[src/rtl/abb_pkg.sv]
// Shared types, constants and helpers for the alpha blend blit engine.
package abb_pkg;

  localparam int MAX_DIM_DEFAULT = 512;

  localparam int PIX_W   = 32;
  localparam int ADDR_W  = 18;
  localparam int DIM_W   = 10;
  localparam int STRD_W  = 10;
  localparam int IDX_W   = 3;
  localparam int CFG_W   = 18;

  localparam logic [IDX_W-1:0] REG_BLEND_ENABLE = 3'd0;
  localparam logic [IDX_W-1:0] REG_RECT_WIDTH   = 3'd1;
  localparam logic [IDX_W-1:0] REG_RECT_HEIGHT  = 3'd2;
  localparam logic [IDX_W-1:0] REG_DST_BASE     = 3'd3;
  localparam logic [IDX_W-1:0] REG_DST_STRIDE   = 3'd4;

  localparam logic [7:0] CHAN_MAX = 8'hFF;

  typedef struct packed {
    logic [PIX_W-1:0] src_pixel;
    logic [PIX_W-1:0] dst_pixel;
  } abb_in_t;

  typedef struct packed {
    logic [PIX_W-1:0]  out_pixel;
    logic [ADDR_W-1:0] write_address;
    logic              last_pixel;
  } abb_out_t;

  typedef struct packed {
    logic take;
    logic mix;
    logic emit;
  } abb_cmd_t;

  typedef enum logic [2:0] {
    ST_IDLE = 3'b001,
    ST_PREM = 3'b010,
    ST_MIX  = 3'b100
  } abb_state_t;

  // floor(x / 255) for x up to 255*255
  function automatic logic [7:0] div255(input logic [15:0] x);
    logic [16:0] s;
    s = {1'b0, x} + 17'd1 + {9'b0, x[15:8]};
    return s[15:8];
  endfunction

endpackage

[src/rtl/abb_ctrl.sv]
// Controller state machine sequencing each request through the datapath.
module abb_ctrl import abb_pkg::*; (
  input  logic       clk,
  input  logic       rst,
  input  logic       in_valid,
  output logic       in_stall,
  output logic       out_valid,
  input  logic       out_stall,
  output abb_cmd_t   cmd,
  output abb_state_t state
);

  abb_state_t state_next;
  logic       out_valid_next;
  logic       slot_free;

  assign slot_free = !out_valid || !out_stall;
  assign in_stall  = (state != ST_IDLE);

  always_comb begin
    cmd.take = (state == ST_IDLE) && in_valid;
    cmd.mix  = (state == ST_PREM);
    cmd.emit = (state == ST_MIX) && slot_free;
  end

  always_comb begin
    state_next = state;
    case (state)
      ST_IDLE: begin
        if (in_valid) state_next = ST_PREM;
      end
      ST_PREM: state_next = ST_MIX;
      ST_MIX: begin
        if (slot_free) state_next = ST_IDLE;
      end
      default: state_next = ST_IDLE;
    endcase
  end

  assign out_valid_next = cmd.emit || (out_valid && out_stall);

  always_ff @(posedge clk) begin
    if (rst) begin
      state     <= ST_IDLE;
      out_valid <= 1'b0;
    end else begin
      state     <= state_next;
      out_valid <= out_valid_next;
    end
  end

endmodule

[src/rtl/abb_datapath.sv]
// Datapath: configuration registers, raster counters, blend arithmetic, output register.
module abb_datapath import abb_pkg::*; #(
  parameter int MAX_DIM = MAX_DIM_DEFAULT
) (
  input  logic             clk,
  input  logic             rst,
  input  abb_cmd_t         cmd,
  input  logic             cfg_write,
  input  logic [IDX_W-1:0] cfg_index,
  input  logic [CFG_W-1:0] cfg_data,
  input  abb_in_t          in_data,
  output abb_out_t         out_data
);

  localparam int CNT_W = $clog2(MAX_DIM);
  localparam int EXT_W = (CNT_W + 1 > DIM_W) ? CNT_W + 1 : DIM_W;

  function automatic logic [CNT_W-1:0] dim_m1(input logic [DIM_W-1:0] v);
    logic [EXT_W-1:0] ext;
    ext = EXT_W'(v);
    if (v == '0) return '0;
    else if (ext > EXT_W'(MAX_DIM)) return CNT_W'(MAX_DIM - 1);
    else return CNT_W'(ext - EXT_W'(1));
  endfunction

  logic              blend_enable;
  logic [DIM_W-1:0]  rect_width;
  logic [DIM_W-1:0]  rect_height;
  logic [ADDR_W-1:0] dst_base;
  logic [STRD_W-1:0] dst_stride;

  logic [CNT_W-1:0]  column_count;
  logic [CNT_W-1:0]  row_count;
  logic [ADDR_W-1:0] row_address;

  logic [CNT_W-1:0]  width_m1;
  logic [CNT_W-1:0]  height_m1;
  logic              row_end;
  logic              last;
  logic              counters_zero;

  logic [PIX_W-1:0]  src_q;
  logic [PIX_W-1:0]  dst_q;
  logic [ADDR_W-1:0] addr_q;
  logic              last_q;

  logic [7:0]        a1_q;
  logic [7:0]        a2_q;
  logic [7:0]        c1_q [3];
  logic [7:0]        c2_q [3];

  logic [7:0]        inv;
  logic [PIX_W-1:0]  blend_pixel;

  assign width_m1      = dim_m1(rect_width);
  assign height_m1     = dim_m1(rect_height);
  assign row_end       = column_count >= width_m1;
  assign last          = row_end && (row_count >= height_m1);
  assign counters_zero = (column_count == '0) && (row_count == '0);

  // configuration and raster position
  always_ff @(posedge clk) begin
    if (rst) begin
      blend_enable <= 1'b0;
      rect_width   <= DIM_W'(1);
      rect_height  <= DIM_W'(1);
      dst_base     <= '0;
      dst_stride   <= STRD_W'(512);
      column_count <= '0;
      row_count    <= '0;
      row_address  <= '0;
    end else begin
      if (cfg_write) begin
        case (cfg_index)
          REG_BLEND_ENABLE: blend_enable <= cfg_data[0];
          REG_RECT_WIDTH:   rect_width   <= cfg_data[DIM_W-1:0];
          REG_RECT_HEIGHT:  rect_height  <= cfg_data[DIM_W-1:0];
          REG_DST_BASE: begin
            dst_base <= cfg_data[ADDR_W-1:0];
            if (counters_zero) row_address <= cfg_data[ADDR_W-1:0];
          end
          REG_DST_STRIDE:   dst_stride   <= cfg_data[STRD_W-1:0];
          default: ;
        endcase
      end
      if (cmd.take) begin
        if (last) begin
          column_count <= '0;
          row_count    <= '0;
          row_address  <= dst_base;
        end else if (row_end) begin
          column_count <= '0;
          row_count    <= row_count + CNT_W'(1);
          row_address  <= row_address + ADDR_W'(dst_stride);
        end else begin
          column_count <= column_count + CNT_W'(1);
        end
      end
    end
  end

  // capture request
  always_ff @(posedge clk) begin
    if (cmd.take) begin
      src_q  <= in_data.src_pixel;
      dst_q  <= in_data.dst_pixel;
      addr_q <= row_address + ADDR_W'(column_count);
      last_q <= last;
    end
  end

  // premultiply
  always_ff @(posedge clk) begin
    if (cmd.mix) begin
      a1_q <= src_q[31:24];
      a2_q <= dst_q[31:24];
      for (int i = 0; i < 3; i++) begin
        c1_q[i] <= div255(16'(src_q[8*i +: 8]) * 16'(src_q[31:24]));
        c2_q[i] <= div255(16'(dst_q[8*i +: 8]) * 16'(dst_q[31:24]));
      end
    end
  end

  // combine
  assign inv = CHAN_MAX - a1_q;

  always_comb begin
    blend_pixel[31:24] = a1_q + div255(16'(inv) * 16'(a2_q));
    for (int i = 0; i < 3; i++) begin
      blend_pixel[8*i +: 8] = c1_q[i] + div255(16'(inv) * 16'(c2_q[i]));
    end
  end

  always_ff @(posedge clk) begin
    if (cmd.emit) begin
      out_data.out_pixel     <= blend_enable ? blend_pixel : src_q;
      out_data.write_address <= addr_q;
      out_data.last_pixel    <= last_q;
    end
  end

endmodule

[src/rtl/alpha_blend_blit_core.sv]
// Top level of the alpha blend blit engine: controller plus datapath.
// A request passes through the capture, premultiply and combine steps before
// out_valid rises; a stalled output holds the combine step until the output register frees up.
// A new pixel is accepted only once the previous one has left the combine step.
// Reset: synchronous; clears counters and state.
module alpha_blend_blit_core import abb_pkg::*; #(
  parameter int MAX_DIM = MAX_DIM_DEFAULT
) (
  input  logic             clk,
  input  logic             rst,
  input  logic             in_valid,
  output logic             in_stall,
  input  abb_in_t          in_data,
  output logic             out_valid,
  input  logic             out_stall,
  output abb_out_t         out_data,
  input  logic             cfg_write,
  input  logic [IDX_W-1:0] cfg_index,
  input  logic [CFG_W-1:0] cfg_data
);

  abb_cmd_t   cmd;
  abb_state_t state;

  abb_ctrl u_ctrl (
    .clk       (clk),
    .rst       (rst),
    .in_valid  (in_valid),
    .in_stall  (in_stall),
    .out_valid (out_valid),
    .out_stall (out_stall),
    .cmd       (cmd),
    .state     (state)
  );

  abb_datapath #(
    .MAX_DIM (MAX_DIM)
  ) u_datapath (
    .clk       (clk),
    .rst       (rst),
    .cmd       (cmd),
    .cfg_write (cfg_write),
    .cfg_index (cfg_index),
    .cfg_data  (cfg_data),
    .in_data   (in_data),
    .out_data  (out_data)
  );

  a_take_blocks: assert property (@(posedge clk) disable iff (rst)
    cmd.take |=> in_stall)
    else $error("request accepted while busy");

  a_take_to_mix: assert property (@(posedge clk) disable iff (rst)
    cmd.take |-> ##2 (state == ST_MIX))
    else $error("request did not reach combine step");

  a_no_overwrite: assert property (@(posedge clk) disable iff (rst)
    cmd.emit |-> (!out_valid || !out_stall))
    else $error("output register overwritten while stalled");

endmodule
[config.mk]
export PLATFORM = sky130hd
export DESIGN_NAME = alpha_blend_blit_core
export DESIGN_NICKNAME = d
export VERILOG_FILES = /design/src/rtl/abb_pkg.sv /design/src/rtl/abb_ctrl.sv /design/src/rtl/abb_datapath.sv /design/src/rtl/alpha_blend_blit_core.sv
export SDC_FILE = /design/constraint.sdc
export NUM_CORES = 2
export LEC_CHECK = 0
export BUFFER_PORTS_ARGS = -buffer_cell sky130_fd_sc_hd__buf_2
export CORE_MARGIN = 10
export CORE_UTILIZATION = 59
export CTS_BUF_LIST = sky130_fd_sc_hd__clkbuf_16
export CTS_CLUSTER_DIAMETER = 50
export DETAILED_ROUTE_END_ITERATION = 6
export MAX_ROUTING_LAYER = met4
export PLACE_DENSITY = 0.87
export SLEW_MARGIN = 10
export SYNTH_ARGS = -nofsm -noshare
export SYNTH_HDL_FRONTEND = slang
export SYNTH_SLANG_ARGS = --single-unit
export TNS_END_PERCENT = 100
[constraint.sdc]
create_clock -name clk -period 8 [get_ports clk]
set_clock_uncertainty 0.2 [all_clocks]
set_input_delay 1.2 -clock clk [delete_from_list [all_inputs] [get_ports clk]]
set_output_delay 1.2 -clock clk [all_outputs]
set_load 0.02 [all_outputs]
# == Word level (Yosys, flattened, before mapping) ==
# Memories as Yosys holds them, arrays and structs flattened.
# Index checks and enable logic that the tools add are counted.
# word_totals
regBits,239
output_inout_bits,53
n_memories,2
inputBits,90
ramBits,48
# mem_list
memory,words,width,rd,rd_clocked_by_memory_dff,wr,line,text
u_datapath.c1_q,3,8,3,0,3,abb_datapath.sv:49,logic [7:0] c1_q [3];
u_datapath.c2_q,3,8,3,0,3,abb_datapath.sv:50,logic [7:0] c2_q [3];
# classes
n_eq_ne,10
n_lt_le_gt_ge,4
reduce_logical,22
add_sub_neg,31
mul,10
muxes,20
# op_table
cell,count
$add A16 B1 Y16 const B,10
$add A16 B8 Y16,10
$mul A8 B8 Y16,10
$mux W18,6
$mux W9,8
$add A8 B8 Y8,4
$mux W32,1
$gt A10 B10 Y1 const B,2
$logic_not A10 Y1,2
$add A18 B10 Y18,1
$add A18 B9 Y18,1
$add A9 B1 Y9 const B,2
$ge A9 B9 Y1,2
$logic_not A9 Y1,2
$sub A9 B1 Y9 const B,2
$reduce_and A2 Y1,7
$eq A3 B2 Y1 const B,3
$pmux W3 S3,1
$sub A8 B8 Y8 const A,1
$eq A3 B1 Y1 const B,2
$eq A3 B3 Y1 const B,2
$mux W3,2
$logic_and A1 B1 Y1,5
$logic_not A3 Y1,1
7 further kinds,10

# == Logic depth before layout (Yosys ltp) ==
# logic_depth
word_depth,8
depth_mapped,37

# == Modules after synthesis ==
# Synthesis repeated with hierarchy kept, for this count alone.
# hier_totals
hier_cells,3855
hier_area_um2,36258.5
# by_module_without_submodules
mod,instances,area_per_inst_um2,seq_area_each_um2,cells_each
abb_datapath,1,36088.4,7647.3,3835
abb_ctrl,1,170.2,80.1,20

# == Worst setup path before layout ==
# OpenSTA, ideal clock, no wires.
# synth_timing
path_kind,register to register
start,reg u_datapath.a1_q[1]
end,"reg, netlist name u_datapath.out_data[26]"
arrival_ns,7.589
setup_ns,0.260
stages_incl_launch_ff,36
setup_slack_ns,-0.050
cell_sequence,edfxtp_1 -> clkbuf_1 -> nor2b_1 -> fa_1 -> fa_1 -> inv_1 -> fa_1 -> fa_1 -> inv_1 -> ha_1 -> o21ai_2 -> o21bai_2 -> a2111oi_0 -> a21oi_1 -> xnor2_1 -> inv_1 -> ha_1 -> o21ai_0 -> nand2b_1 -> o311ai_1 -> a211oi_1 -> o21ai_1 -> a211o_1 -> a21oi_1 -> nand2_1 -> xnor2_1 -> ha_1 -> a21o_1 -> a21oi_1 -> nor2b_1 -> o21ai_0 -> a21oi_1 -> xor2_1 -> xnor2_1 -> xnor2_1 -> mux2_4
# synth_between
elab_chain_len,6
# synth_lines
element,line,text
start: declaration,abb_datapath.sv:47,logic [7:0] a1_q;
start signal: assignment,abb_datapath.sv:115,a1_q <= src_q[31:24];
$sub A8 B8 Y8 *,abb_datapath.sv:125,assign inv = CHAN_MAX - a1_q;
$mul A8 B8 Y16 *,abb_datapath.sv:130,blend_pixel[8*i +: 8] = c1_q[i] + div255(16'(inv) * 16'(c2_q[i]));
$add A16 B1 Y16,abb_pkg.sv:47,"s = {1'b0, x} + 17'd1 + {9'b0, x[15:8]};"
$add A16 B8 Y16 *,abb_pkg.sv:47,
$add A8 B8 Y8 *,abb_datapath.sv:130,
$mux W32 *,abb_datapath.sv:136,out_data.out_pixel <= blend_enable ? blend_pixel : src_q;
# Every way passes the cells marked *; elsewhere a longest branch is shown, timed or not.
# A chain may end at the register's enable or synchronous reset.

# == Worst setup path after layout ==
# layout_timing
start,reg u_datapath.a1_q[4]
end,"reg, netlist name u_datapath.out_data[50]"
# layout_between
elab_chain_len,6
# layout_lines
element,line,text
$sub A8 B8 Y8,abb_datapath.sv:125,
$mul A8 B8 Y16,abb_datapath.sv:128,blend_pixel[31:24] = a1_q + div255(16'(inv) * 16'(a2_q));
$add A16 B1 Y16,abb_pkg.sv:47,
$add A16 B8 Y16,abb_pkg.sv:47,
$add A8 B8 Y8 *,abb_datapath.sv:128,
$mux W32 *,abb_datapath.sv:136,
# Marks and branches as above.

==> summary.md <==
| Metric | Value |
|---|---|
| Status | `complete, no violations` |
| Net Sw Power | `5.71 mW` |
| Initial antenna violation count | `1` |
| Reg2Reg Setup Slack | `approximately 0.039 ns` |
| Synth cell types | `84` |
| CTS tree | `built` |
| Final core occ | `67.5%` |
| Tightest Pin Transition | `1.18 ns` |
| Yosys warnings | `0` |
| Die W | `268 um` |
| H-Tree Depth | `2` |
| Root Driver | `clkbuf_16` |
| Drt initial violations | `1996` |
| Sinks on Clock Net | `287` |
| Largest stage delay, worst path | `0.51 ns` |
| Max Clk Rate | `around 130 MHz` |
| IO Pins | `143` |
| DRC Markers | `0` |
| Initial core utilization | `59.9%` |
| Power, Total | `12.5 mW` |
| DP Worst Slack | `-0.0365 ns` |
| Final hold vios | `0` |
| Seq cells post-synth | `287` |
| Register area share after synthesis | `21.3%` |
| Netlist Area Pre-Place | `0.0364 mm^2` |
| Cell-internal power | `roughly 6.8 mW` |
| CTS buffer count | `44` |
| Final cell count without fillers | `between 4000 and 5000` |
| Core area | `0.0607 mm^2` |
| Routed WL | `90.4 mm` |
| GRT Residual Overflow | `0` |
| Layout cells sized above 1 | `12.6%` |
| Setup-failing EPs final | `0` |
| Logic pwr share | `around 70%` |
| Slowest CP cell | `fa_1` |
| Final Net Count | `5010` |
| Vias per std cell | `between 5 and 6` |
| Global-route wire length before repair | `141 mm` |
| GRT Overall Usage | `around a quarter` |
| Worst EP required | `8.10 ns` |
| Post-synth EDFFs | `198` |
| Setup slack after layout | `between 0.03 and 0.04 ns` |
| Layout area overhead | `12.6%` |
| FP Rows | `90` |
| Drt wl/cell | `18.5 um` |
| Crit Path Max Fanout | `7` |
| Critical Path AT | `about 8.1 ns` |
| TritonRoute pass-1 iters | `6` |
| Placed Cells | `4743` |
| Die area | `0.0720 mm^2` |
| Max-cap viol count | `0` |
| Hold/Removal Path Class | `reg -> reg` |
| CP endpoint kind | `flop` |
| Clock buffer depth | `3` |
| Fin crit share | `between 90% and 100%` |
| # fillers | `4298` |
| Final Max Tran Viols | `0` |
| Worst skew pair latency | `0.60 ns` |
| Post-synth net total | `between 4000 and 5000` |
| Switch share | `a little under half` |
| Slew HR | `21.4%` |
| Clock Pin Slew Worst Setup and Hold Paths | `0.06 ns` |
| Antenna viol nets, final | `0` |
| Leak | `19.4 nW` |
| Flop pwr share | `15.8%` |
| Post-synth top flop | `edfxtp_1` |
| HPWL after DPL | `about 65 mm` |
| Final min period | `7.96 ns` |
| Critical Path Start Type | `flop` |
| Power share of the clock group | `15.2%` |
| Unrepaired setup endpoints after global routing | `true` |
| P per Cell Area | `around 300 mW/mm^2` |
| Syn Inst Count | `3850` |
| Peak supply drop | `0.213 mV` |
| PortBufs | `142` |
| Die Ht | `268 um` |
| Via count | `28700` |
| Setup CP Type | `reg -> reg` |
| Critical path's most frequent cell | `fa_1` |
| Async set-or-reset flop fraction in the synthesized netlist | `0%` |
| Routability cong. | `0.904` |
| Syn Area/Cell | `~9.4 um^2` |
| Largest net degree at the start of global routing | `94` |
| Vias in the first global route | `~30000` |
cells in the final DEF (no fill, tap or decap), types with 8 or more instances in the layout:
cell / netlist / final
buf_4: 0 / 112
and2_1: 217 / 217
mux2_2: 25 / 25
clkbuf_16: 0 / 49
or3_1: 8 / 8
or2_2: 11 / 11
nand4_1: 24 / 24
o21a_1: 21 / 20
inv_1: 526 / 531
buf_6: 1 / 8
nor2b_1: 242 / 227
nand2_1: 383 / 380
xor2_1: 109 / 108
a211oi_1: 32 / 27
nor2_1: 137 / 131
nand2b_1: 49 / 42
a221oi_1: 9 / 9
a21oi_1: 195 / 175
buf_2: 5 / 142
o21bai_1: 21 / 20
nor3_1: 51 / 49
nor2b_2: 0 / 15
nand3_1: 37 / 37
fa_1: 366 / 363
and3_1: 16 / 16
a311oi_1: 11 / 10
dfxtp_1: 89 / 88
a211o_1: 9 / 9
xnor2_1: 155 / 148
inv_6: 0 / 8
a21o_1: 63 / 63
ha_1: 494 / 477
o21ai_1: 1 / 10
o21ai_0: 77 / 63
edfxtp_1: 198 / 198
mux2i_1: 18 / 18
a21oi_2: 1 / 17
ha_4: 0 / 10
synthesized netlist by cell type (all sizes together), types with 6 or more instances:
cell type	count	area (um^2)
and2	217	1360
xor2	109	955
nand2b	49	307
a21oi	196	985
or3	8	50.1
inv	526	1970
o31a	7	61.3
a2111oi	10	95.1
nor3b	7	52.6
a31oi	7	43.8
buf	17	77.6
mux2i	18	180
o211ai	9	77.6
a211o	9	78.8
a221oi	9	78.8
nor4	7	43.8
nor2b	242	1510
a311oi	12	123
and4	7	61.3
nand3	37	185
nand2	383	1440
edfxtp	198	5950
and3	16	100
o21bai	22	169
nand4	24	150
o311ai	6	95.1
mux2	26	297
fa	366	7330
or2	12	75.1
o21a	21	158
a21boi	6	45.0
a211oi	34	265
o31ai	7	52.6
nor2	137	514
a21o	63	473
clkbuf	93	349
xnor2	155	1360
o2111ai	6	52.6
o21ai	79	399
dfxtp	89	1780
nor3	51	255
ha	494	6180
sequential cells by signal, indices dropped and copies added (netlist names), 18 cells and up:
| name | flops |
|---|---|
| u_datapath.dst_q | 32 |
| u_datapath.c1_q | 24 |
| u_datapath.row_address | 18 |
| u_datapath.c2_q | 24 |
| u_datapath.addr_q | 18 |
| u_datapath.src_q | 32 |
| u_datapath.dst_base | 18 |
| u_datapath.out_data | 51 |
stage by stage:
step	area, um^2	setup TNS, ns	hold slack, ns
2_1_floorplan	36400	0	0.200
3_3_place_gp	38300	0	0.202
3_5_place_dp	38300	-0.0365	0.205
4_1_cts	39800	0	0.220
5_1_grt	40900	-1.09	0.226
6_report	40900	0	0.219
power by group through the flow:
stage / Clock (mW) / Sequential (mW) / Combinational [mW]
floorplan: 0 / 1.93 / 6.01
global placement: 0 / 2.00 / 7.51
detailed placement: 0 / 2.00 / 7.80
CTS: 1.93 / 1.97 / 7.90
global route: 1.99 / 1.99 / 9.66
finish: 1.90 / 1.98 / 8.66
cells by family after synthesis:
family,Yosys count,share of synthesized area [%]
compound gates,541,9.91
xor+xnor,267,6.56
flops,287,21.3
simple gates,1212,17.1
fa+ha+maj,863,37.2
buf+inv,636,6.60
mux,44,1.31
critical path: cells and delay by family (launching register included):
family / cells / cell delay, ns
buffers and inverters: 6 / 0.59
adder cells (fa/ha/maj): 7 / 2.68
AO/OA/AOI/OAI: 9 / 1.83
XOR/XNOR: 5 / 0.80
flip-flops: 1 / 0.46
AND/OR/NAND/NOR: 9 / 1.08
what timing repair did:
action	in CTS	in global routing
setup buffers	0	48
endpoints found under the setup margin	1	14
resized for setup	4	144
pin swaps	1	109
hold buffers	0	0
gates cloned	0	5
area by class of cell:
class	instances	area (um^2)	area share [%]
multi-input combinational	2927	26900	65.7
antenna	1	2.50	0.00611
tap	782	978	2.39
clock buffer	44	1100	2.69
timing repair buffer	274	1910	4.66
sequential	287	7730	18.9
clock inverter	38	360	0.880
inverter	526	1970	4.82
path summary, 6_finish.rpt:
| kind | startpoint | cells after the start | endpoint |
|---|---|---|---|
| max | u_datapath.a1_q[4]$_DFFE_PP_ | 36 | u_datapath.out_data[50]$_DFFE_PP_ |
| min | u_datapath.addr_q[15]$_DFFE_PP_ | 0 | u_datapath.out_data[16]$_DFFE_PP_ |
| max reg2reg | u_datapath.a1_q[4]$_DFFE_PP_ | 36 | u_datapath.out_data[50]$_DFFE_PP_ |
| min reg2reg | u_datapath.addr_q[15]$_DFFE_PP_ | 0 | u_datapath.out_data[16]$_DFFE_PP_ |
metal layers:
metal,part of all wire [%],vias to the layer above,GRT usage [%]
li1,-,13200,-
met1,38,14100,28.7
met2,51,1114,43.5
met3,6.5,255,2.78
met4,3.5,0,8.14
met5,0,-,-
No activity file was read; power rests on OpenSTA's default activity.
